$ cat config.mk
export PLATFORM = sky130hd
export DESIGN_NAME = swd_transfer_engine_flat
export DESIGN_NICKNAME = d
export VERILOG_FILES = /design/src/rtl/core/swdte_pkg.sv /design/src/rtl/core/swdte_chan_if.sv /design/src/rtl/core/swdte_seq.sv /design/src/rtl/core/swd_transfer_engine.sv /design/src/flat_wrapper.sv
export SDC_FILE = /design/constraint.sdc
export NUM_CORES = 1
export LEC_CHECK = 0
export BUFFER_PORTS_ARGS = -buffer_cell sky130_fd_sc_hd__clkbuf_2
export CORE_MARGIN = 3
export CORE_UTILIZATION = 60
export DETAILED_ROUTE_END_ITERATION = 7
export GPL_TIMING_DRIVEN = 0
export PLACE_DENSITY_LB_ADDON = 0.05
export SYNTH_ARGS = -nofsm -noshare
export SYNTH_HDL_FRONTEND = slang
export SYNTH_SLANG_ARGS = --single-unit
export TNS_END_PERCENT = 1
$ cat constraint.sdc
create_clock -name clock -period 5.1 [get_ports clock]
set_clock_uncertainty 0.1 [all_clocks]
set_input_delay 0.765 -clock clock [delete_from_list [all_inputs] [get_ports clock]]
set_output_delay 0.765 -clock clock [all_outputs]
set_load 0.01 [all_outputs]
$ cat src/rtl/core/swdte_pkg.sv
// ----------------------------------------------------------------------------
// SWD transfer engine package
// Item types, register indexes, acknowledge and status codes shared by the
// transfer engine, its sequencer and its checker.
// ----------------------------------------------------------------------------
package swdte_pkg;

   localparam int unsigned DATA_WORD_BITS = 32;
   localparam logic [5:0]  DATA_BITS      = 6'd33;

   localparam logic OP_START = 1'b0;
   localparam logic OP_TICK  = 1'b1;

   localparam logic [1:0] CSR_TURNAROUND = 2'd0;
   localparam logic [1:0] CSR_DATA_PHASE = 2'd1;
   localparam logic [1:0] CSR_IDLE_COUNT = 2'd2;

   localparam logic [2:0] ACK_OK    = 3'b001;
   localparam logic [2:0] ACK_WAIT  = 3'b010;
   localparam logic [2:0] ACK_FAULT = 3'b100;

   localparam logic [2:0] STATUS_OK       = 3'd0;
   localparam logic [2:0] STATUS_WAIT     = 3'd1;
   localparam logic [2:0] STATUS_FAULT    = 3'd2;
   localparam logic [2:0] STATUS_PARITY   = 3'd3;
   localparam logic [2:0] STATUS_PROTOCOL = 3'd4;

   typedef struct packed {
      logic                      op;
      logic                      req_ap_not_dp;
      logic                      req_read;
      logic [1:0]                req_addr;
      logic [DATA_WORD_BITS-1:0] write_data;
      logic                      swdio_sample;
   } swdte_req_type;

   typedef struct packed {
      logic                      swdio_out;
      logic                      swdio_drive;
      logic                      clock_active;
      logic                      done_res;
      logic [2:0]                status;
      logic [2:0]                ack_bits;
      logic [DATA_WORD_BITS-1:0] read_data;
   } swdte_rsp_type;

   typedef struct packed {
      logic [1:0] addr;
      logic [7:0] wdata;
   } swdte_csr_type;

   typedef struct packed {
      logic [2:0] turnaround_cycles;
      logic       data_phase_on_wait;
      logic [7:0] idle_cycle_count;
   } swdte_cfg_type;

endpackage

$ cat src/rtl/core/swdte_chan_if.sv
// ----------------------------------------------------------------------------
// SWD transfer engine channel
// A valid/ready channel that carries one payload item per handshake.
// ----------------------------------------------------------------------------
interface swdte_chan_if #(
   parameter type payload_type = logic
) ();

   logic        valid;
   logic        ready;
   payload_type data;

   modport source (output valid, output data, input ready);
   modport sink (input valid, input data, output ready);

endinterface

$ cat src/rtl/core/swdte_seq.sv
// ----------------------------------------------------------------------------
// SWD transfer sequencer
// Holds the transfer state and works out, for each accepted item, the next
// state and the result of that SWCLK period.
// ----------------------------------------------------------------------------
module swdte_seq (
   input  logic                    clock,
   input  logic                    reset,
   input  logic                    accept,
   input  swdte_pkg::swdte_req_type item,
   input  swdte_pkg::swdte_cfg_type cfg,
   output swdte_pkg::swdte_rsp_type result
);
   import swdte_pkg::*;

   typedef enum logic [3:0] {
      PH_IDLE, PH_HDR, PH_TRN_ACK, PH_ACK, PH_RDATA, PH_TRN_R, PH_TRN_W,
      PH_WDATA, PH_IDLECYC, PH_WF_RDATA, PH_WF_TRN, PH_WF_WDATA, PH_ERR
   } phase_type;

   phase_type   phase_ff, phase_in;
   logic [5:0]  bit_count_ff, bit_count_in;
   logic [31:0] shift_ff, shift_in;
   logic        parity_ff, parity_in;
   logic [3:0]  request_ff, request_in;
   logic [2:0]  ack_ff, ack_in;
   logic [2:0]  status_ff, status_in;
   logic [7:0]  idle_count_ff, idle_count_in;

   logic [2:0]  turn_len;
   logic [5:0]  err_len;
   logic [5:0]  count_inc;
   logic [7:0]  header;
   logic [2:0]  ack_next;
   logic        is_read;
   logic        level;
   logic        drive;
   logic        clock_on;
   logic        finish;
   logic        after_ok;

   assign turn_len  = (cfg.turnaround_cycles == 3'd0) ? 3'd1 : cfg.turnaround_cycles;
   assign err_len   = {3'b000, turn_len} + DATA_BITS;
   assign count_inc = bit_count_ff + 6'd1;
   assign is_read   = request_ff[1];
   // Park, stop, parity, A3, A2, RnW, APnDP, start from the top bit down.
   assign header    = {1'b1, 1'b0, ^request_ff, request_ff, 1'b1};
   assign ack_next  = ack_ff | 3'({2'b00, item.swdio_sample} << bit_count_ff[1:0]);

   always_comb begin
      phase_in      = phase_ff;
      bit_count_in  = bit_count_ff;
      shift_in      = shift_ff;
      parity_in     = parity_ff;
      request_in    = request_ff;
      ack_in        = ack_ff;
      status_in     = status_ff;
      idle_count_in = idle_count_ff;
      level         = 1'b0;
      drive         = 1'b0;
      clock_on      = 1'b1;
      finish        = 1'b0;
      after_ok      = 1'b0;

      if (item.op == OP_START || phase_ff == PH_IDLE) begin
         level    = 1'b1;
         drive    = 1'b1;
         clock_on = 1'b0;
         if (item.op == OP_START && phase_ff == PH_IDLE) begin
            request_in    = {item.req_addr, item.req_read, item.req_ap_not_dp};
            shift_in      = item.write_data;
            parity_in     = ^item.write_data;
            ack_in        = 3'd0;
            status_in     = STATUS_OK;
            bit_count_in  = 6'd0;
            idle_count_in = 8'd0;
            phase_in      = PH_HDR;
         end
      end else begin
         case (phase_ff)
            PH_HDR: begin
               drive        = 1'b1;
               level        = header[bit_count_ff[2:0]];
               bit_count_in = count_inc;
               if (count_inc >= 6'd8) begin
                  bit_count_in = 6'd0;
                  phase_in     = PH_TRN_ACK;
               end
            end
            PH_TRN_ACK: begin
               bit_count_in = count_inc;
               if (count_inc >= {3'b000, turn_len}) begin
                  bit_count_in = 6'd0;
                  phase_in     = PH_ACK;
               end
            end
            PH_ACK: begin
               ack_in       = ack_next;
               bit_count_in = count_inc;
               if (count_inc >= 6'd3) begin
                  bit_count_in = 6'd0;
                  if (ack_next == ACK_OK) begin
                     status_in = STATUS_OK;
                     if (is_read) begin
                        shift_in  = 32'd0;
                        parity_in = 1'b0;
                        phase_in  = PH_RDATA;
                     end else begin
                        phase_in = PH_TRN_W;
                     end
                  end else if (ack_next == ACK_WAIT || ack_next == ACK_FAULT) begin
                     status_in = (ack_next == ACK_WAIT) ? STATUS_WAIT : STATUS_FAULT;
                     phase_in  = (cfg.data_phase_on_wait && is_read) ? PH_WF_RDATA
                                                                     : PH_WF_TRN;
                  end else begin
                     status_in = STATUS_PROTOCOL;
                     phase_in  = PH_ERR;
                  end
               end
            end
            PH_RDATA: begin
               if (!bit_count_ff[5]) begin
                  shift_in  = {item.swdio_sample, shift_ff[31:1]};
                  parity_in = parity_ff ^ item.swdio_sample;
               end else if (parity_ff != item.swdio_sample) begin
                  status_in = STATUS_PARITY;
               end
               bit_count_in = count_inc;
               if (count_inc >= DATA_BITS) begin
                  bit_count_in = 6'd0;
                  phase_in     = PH_TRN_R;
               end
            end
            PH_TRN_R: begin
               bit_count_in = count_inc;
               if (count_inc >= {3'b000, turn_len}) begin
                  bit_count_in = 6'd0;
                  after_ok     = 1'b1;
               end
            end
            PH_TRN_W: begin
               bit_count_in = count_inc;
               if (count_inc >= {3'b000, turn_len}) begin
                  bit_count_in = 6'd0;
                  phase_in     = PH_WDATA;
               end
            end
            PH_WDATA: begin
               drive = 1'b1;
               if (!bit_count_ff[5]) begin
                  level    = shift_ff[0];
                  shift_in = {1'b0, shift_ff[31:1]};
               end else begin
                  level = parity_ff;
               end
               bit_count_in = count_inc;
               if (count_inc >= DATA_BITS) begin
                  bit_count_in = 6'd0;
                  after_ok     = 1'b1;
               end
            end
            PH_IDLECYC: begin
               drive = 1'b1;
               if (idle_count_ff != 8'd0) begin
                  idle_count_in = idle_count_ff - 8'd1;
               end
               if (idle_count_in == 8'd0) begin
                  finish = 1'b1;
               end
            end
            PH_WF_RDATA: begin
               bit_count_in = count_inc;
               if (count_inc >= DATA_BITS) begin
                  bit_count_in = 6'd0;
                  phase_in     = PH_WF_TRN;
               end
            end
            PH_WF_TRN: begin
               bit_count_in = count_inc;
               if (count_inc >= {3'b000, turn_len}) begin
                  bit_count_in = 6'd0;
                  if (cfg.data_phase_on_wait && !is_read) begin
                     phase_in = PH_WF_WDATA;
                  end else begin
                     finish = 1'b1;
                  end
               end
            end
            PH_WF_WDATA: begin
               drive        = 1'b1;
               bit_count_in = count_inc;
               if (count_inc >= DATA_BITS) begin
                  bit_count_in = 6'd0;
                  finish       = 1'b1;
               end
            end
            default: begin
               bit_count_in = count_inc;
               if (count_inc >= err_len) begin
                  bit_count_in = 6'd0;
                  finish       = 1'b1;
               end
            end
         endcase

         if (after_ok) begin
            if (cfg.idle_cycle_count == 8'd0) begin
               finish = 1'b1;
            end else begin
               idle_count_in = cfg.idle_cycle_count;
               phase_in      = PH_IDLECYC;
            end
         end

         if (finish) begin
            phase_in     = PH_IDLE;
            bit_count_in = 6'd0;
         end
      end

      result.swdio_out    = level;
      result.swdio_drive  = drive;
      result.clock_active = clock_on;
      result.done_res     = finish;
      result.status       = finish ? status_in : STATUS_OK;
      result.ack_bits     = finish ? ack_in : 3'd0;
      result.read_data    = (finish && is_read && ack_in == ACK_OK) ? shift_in : 32'd0;
   end

   always_ff @(posedge clock) begin
      if (reset) begin
         phase_ff      <= PH_IDLE;
         bit_count_ff  <= 6'd0;
         shift_ff      <= 32'd0;
         parity_ff     <= 1'b0;
         request_ff    <= 4'd0;
         ack_ff        <= 3'd0;
         status_ff     <= STATUS_OK;
         idle_count_ff <= 8'd0;
      end else if (accept) begin
         phase_ff      <= phase_in;
         bit_count_ff  <= bit_count_in;
         shift_ff      <= shift_in;
         parity_ff     <= parity_in;
         request_ff    <= request_in;
         ack_ff        <= ack_in;
         status_ff     <= status_in;
         idle_count_ff <= idle_count_in;
      end
   end

endmodule

$ cat src/rtl/core/swd_transfer_engine.sv
// ----------------------------------------------------------------------------
// SWD transfer engine
// Host-side Serial Wire Debug transfer sequencer with one result per item.
// ----------------------------------------------------------------------------
// Every accepted item gives exactly one result in the next cycle. A start
// item in idle latches the request and write data; each tick item is one
// SWCLK period and its result carries the SWDIO level, the output enable,
// whether SWCLK pulses, and on the last period of a transfer the status,
// acknowledge and read data. The sequencer advances by one period per item,
// so one item is taken in every cycle; the output register stalls the input
// only while a result waits for a downstream ready. Configuration writes are
// always taken and should be made while no transfer is in progress.
module swd_transfer_engine (
   input logic          clock,
   input logic          reset,
   swdte_chan_if.sink   req_if,
   swdte_chan_if.source rsp_if,
   swdte_chan_if.sink   csr_if
);
   import swdte_pkg::*;

   swdte_cfg_type cfg_ff;
   swdte_rsp_type rsp_data_ff;
   swdte_rsp_type result;
   logic          rsp_valid_ff;
   logic          req_accept;

   assign req_if.ready = !rsp_valid_ff || rsp_if.ready;
   assign req_accept   = req_if.valid && req_if.ready;
   assign csr_if.ready = 1'b1;
   assign rsp_if.valid = rsp_valid_ff;
   assign rsp_if.data  = rsp_data_ff;

   swdte_seq u_seq (
      .clock  (clock),
      .reset  (reset),
      .accept (req_accept),
      .item   (req_if.data),
      .cfg    (cfg_ff),
      .result (result)
   );

   always_ff @(posedge clock) begin
      if (reset) begin
         cfg_ff.turnaround_cycles  <= 3'd1;
         cfg_ff.data_phase_on_wait <= 1'b0;
         cfg_ff.idle_cycle_count   <= 8'd0;
      end else if (csr_if.valid) begin
         case (csr_if.data.addr)
            CSR_TURNAROUND: cfg_ff.turnaround_cycles  <= csr_if.data.wdata[2:0];
            CSR_DATA_PHASE: cfg_ff.data_phase_on_wait <= csr_if.data.wdata[0];
            CSR_IDLE_COUNT: cfg_ff.idle_cycle_count   <= csr_if.data.wdata;
            default: ;
         endcase
      end
   end

   always_ff @(posedge clock) begin
      if (reset) begin
         rsp_valid_ff <= 1'b0;
      end else if (req_accept) begin
         rsp_valid_ff <= 1'b1;
      end else if (rsp_if.ready) begin
         rsp_valid_ff <= 1'b0;
      end
   end

   always_ff @(posedge clock) begin
      if (req_accept) begin
         rsp_data_ff <= result;
      end
   end

endmodule

$ cat src/flat_wrapper.sv
// flat-port wrapper written by rule: the top's interface ports become plain ports
module swd_transfer_engine_flat import swdte_pkg::*;
  (clock, reset, req_if_valid, req_if_data, req_if_ready, rsp_if_valid, rsp_if_data, rsp_if_ready, csr_if_valid, csr_if_data, csr_if_ready);
  swdte_chan_if #(.payload_type(swdte_req_type)) req_if_i ();
  swdte_chan_if #(.payload_type(swdte_rsp_type)) rsp_if_i ();
  swdte_chan_if #(.payload_type(swdte_csr_type)) csr_if_i ();
  input logic clock;
  input logic reset;
  input wire logic [$bits(req_if_i.valid)-1:0] req_if_valid;
  input wire logic [$bits(req_if_i.data)-1:0] req_if_data;
  output wire logic [$bits(req_if_i.ready)-1:0] req_if_ready;
  output wire logic [$bits(rsp_if_i.valid)-1:0] rsp_if_valid;
  output wire logic [$bits(rsp_if_i.data)-1:0] rsp_if_data;
  input wire logic [$bits(rsp_if_i.ready)-1:0] rsp_if_ready;
  input wire logic [$bits(csr_if_i.valid)-1:0] csr_if_valid;
  input wire logic [$bits(csr_if_i.data)-1:0] csr_if_data;
  output wire logic [$bits(csr_if_i.ready)-1:0] csr_if_ready;
  assign req_if_i.valid = req_if_valid;
  assign req_if_i.data = req_if_data;
  assign req_if_ready = req_if_i.ready;
  assign rsp_if_valid = rsp_if_i.valid;
  assign rsp_if_data = rsp_if_i.data;
  assign rsp_if_i.ready = rsp_if_ready;
  assign csr_if_i.valid = csr_if_valid;
  assign csr_if_i.data = csr_if_data;
  assign csr_if_ready = csr_if_i.ready;
  swd_transfer_engine u_core (.clock(clock), .reset(reset), .req_if(req_if_i), .rsp_if(rsp_if_i), .csr_if(csr_if_i));
endmodule
==> impl_metrics.ini <==
[status]
status = completed

[clocking]
cts_hold_buf = 0
clkSinkCount = 116
cts_tree = done
cts_buffers = 17
cts-resized-gates = 0
path_clk_slew_ns = 0.06
insertion_delay_ns = 0.52
post_cts_buffers = 0
cts_buffer_depth = 2
cts_root_buf = clkbuf_8
htreeDepth = 4

[worst_setup_path]
required_ns = 5.39
critPathArrivalTime_ns = 4.54
endpoint_kind = flop
start_kind = flop
cp_max_fo = 10
worstSetupPathType = reg2reg

[synth]
synth_common_cells = nand2_1 (82), dfxtp_1 (74), nor2_1 (49), edfxtp_1 (42), a22oi_1 (41)
synth_warnings = 0
yosysMostFrequentCell = nand2_1
syn_inst = 725
yosys_most_used_dff = dfxtp_1
avgSynthCellArea_um2 = 9.223
synth_top_area_share_pct = 22.16
syn-num-nets = 793
yosysUniqueCellTypes = 75
ys_seq_elements = 116
synth_seq_area_share_pct = 41.02
syn_area_um2 = 6686
synth_area_leader_cell = dfxtp_1
synth.area.top_cells = dfxtp_1 (22%), edfxtp_1 (19%), a22oi_1 (4.6%)
async_flop_share_pct = 0
synth_edf_count = 42

[layout]
nNetsFinal = 909
area_growth_pct = 18.69
drive_gt1_share_pct = 23.30
antennaDiodeCount = 0
finalCoreUtilization_pct = 74.86
regArea_um2 = 2743
fill_cells = 769
multi_input_area_um2 = 3595

[run]
cap_violations = 0

[pwr]
leakage_nw = 2.936
intPower_w = 0.001843
swShare_pct = 27.56
power_frac_comb_pct = 14.5
p_seq_share_pct = 40.3
clkPwrFrac_pct = 45.2
p_per_area_nw_per_um2 = 320.6
ir_drop_uv = 205.8
p_switching_w = 0.0007014

[global_route]
grt_overflow = 0
grt_pass1_vias = 5987
grt_pass1_wl_um = 29880
antenna_found_initial = 0
grt_max_degree = 30
grt_usage_pct = 29.39

[detailed_routing]
vias = 6198
antenna_left = 0
drc = 0
firstDrtPassIters = 6
post_drt_wl_per_cell_um = 18.31
wl_um = 18120
vias_per_cell = 6.261
drt-initial-drc-count = 636

[sta]
finalSetupViolCount = 0
worstMarginPinSlew_ns = 0.8010
period_share_pct = 83.35
hold_ws_ns = 0.3806
slew_headroom_pct = 46.60
grt_setup_unrepaired = false
maxSlewViolCount = 0
finalSetupTns_ns = 0
hold_violations = 0
period_needed_ns = 4.251
max_freq_mhz = 235.2

[die]
dieHeight_um = 111.6
die_width_um = 111.6
start_util_pct = 63.07
io-pin-count = 98
placementRows = 37
core_region_area_um2 = 10600
dieArea_um2 = 12450

[placement]
place.port_buffers = 96
hpwl_um = 12930
gp_congestion = 0.9360

[hold_path]
hp-class = in2reg
worst max-delay path, cell delays in order, from the launching register on:
cell	delay, ns
dfxtp_1	0.55
clkbuf_1	0.41
inv_1	0.22
ha_1	0.40
ha_1	0.30
a21bo_2	0.21
a21oi_1	0.28
a211oi_1	0.11
a211oi_2	0.67
o21ai_1	0.49
a22oi_1	0.27
o21ai_0	0.11
metal layers:
metal  wire, um  up-vias  track usage, %
li1           -     2918               -
met1       8003     2907           41.18
met2       8279      326           45.28
met3       1436       47           4.946
met4        402        0           12.25
met5          0        -               0
placed cells by master, fill, tap and decap left out, drive strengths merged, types with 4 or more instances in the layout:
master	count
a2bb2oi	4
xor2	5
buf	23
nand2b	8
a22oi	41
nand3	21
nor2b	10
ha	15
xnor2	35
edfxtp	42
o31ai	6
dfxtp	74
o2bb2ai	32
nor2	49
nor4	7
inv	24
o21ai	32
nor3	19
nand2	82
a211oi	8
clkinv	5
or3	4
a31oi	7
a21oi	59
o211ai	5
o21a	5
nand3b	6
nor3b	4
clkbuf	147
mux2i	15
layout make-up:
class | count | share of cell area [%]
Buffer | 55 | 3.468
Clock buffer | 18 | 5.266
Clock inverter | 14 | 1.923
Inverter | 20 | 0.9459
Multi-Input combinational cell | 534 | 45.29
Sequential cell | 116 | 34.56
Tap cell | 136 | 2.144
Timing Repair Buffer | 97 | 6.401
registers in the layout, summed over array words and instances, names as in the netlist:
name                        count
u_core.cfg_ff                  12
u_core.rsp_if.data             42
u_core.rsp_if.valid             1
u_core.u_seq.ack_ff             3
u_core.u_seq.bit_count_ff       6
u_core.u_seq.idle_count_ff      8
u_core.u_seq.parity_ff          1
u_core.u_seq.phase_ff           4
u_core.u_seq.request_ff         4
u_core.u_seq.shift_ff          32
u_core.u_seq.status_ff          3
path summary, 6_finish.rpt:
path              cells past startpoint  slack [ns]                                       from                                         end
hold / removal                        3        0.38                               req_if_valid            u_core.rsp_if.valid$_SDFFE_PP0P_
setup reg to reg                     11        0.85  u_core.u_seq.bit_count_ff[0]$_SDFFE_PP0P_  u_core.u_seq.idle_count_ff[4]$_SDFFE_PP0P_
hold reg to reg                       1        0.39     u_core.u_seq.shift_ff[23]$_SDFFE_PP0P_      u_core.u_seq.shift_ff[23]$_SDFFE_PP0P_
setup / recovery                     11        0.85  u_core.u_seq.bit_count_ff[0]$_SDFFE_PP0P_  u_core.u_seq.idle_count_ff[4]$_SDFFE_PP0P_
power groups by stage:
| stage | logic [W] | clock network, W | registers (W) |
|---|---|---|---|
| 2_1_floorplan | 0.000235 | 0 | 0.00105 |
| 3_5_place_dp | 0.000357 | 0 | 0.00104 |
| 6_report | 0.000368 | 0.00115 | 0.00103 |
| 3_3_place_gp | 0.000346 | 0 | 0.00104 |
| 4_1_cts | 0.000362 | 0.00116 | 0.00103 |
| 5_1_grt | 0.000397 | 0.00121 | 0.00103 |
per-stage QoR:
stage                     total power, W  std cells  cell area (um^2)  setup slack, ns
after floorplan                 0.001284        725              6686            1.705
after global placement          0.001391        957              7337           0.8143
after detailed placement        0.001402        958              7366           0.9782
after CTS                       0.002545        990              7936           0.9485
after global routing            0.002635        990              7936           0.6352
final                           0.002545        990              7936           0.8490
logic make-up after synthesis:
| logic type | synth area share (%) |
|---|---|
| AOI/OAI and AO/OA | 25.73 |
| other | 0.05608 |
| buffers and inverters | 5.221 |
| adders and majority gates | 2.807 |
| DFF | 41.02 |
| muxes | 2.751 |
| xor gates and xnor gates | 5.239 |
| and+or+nand+nor | 17.18 |
Power figures use the tool's default switching activity.
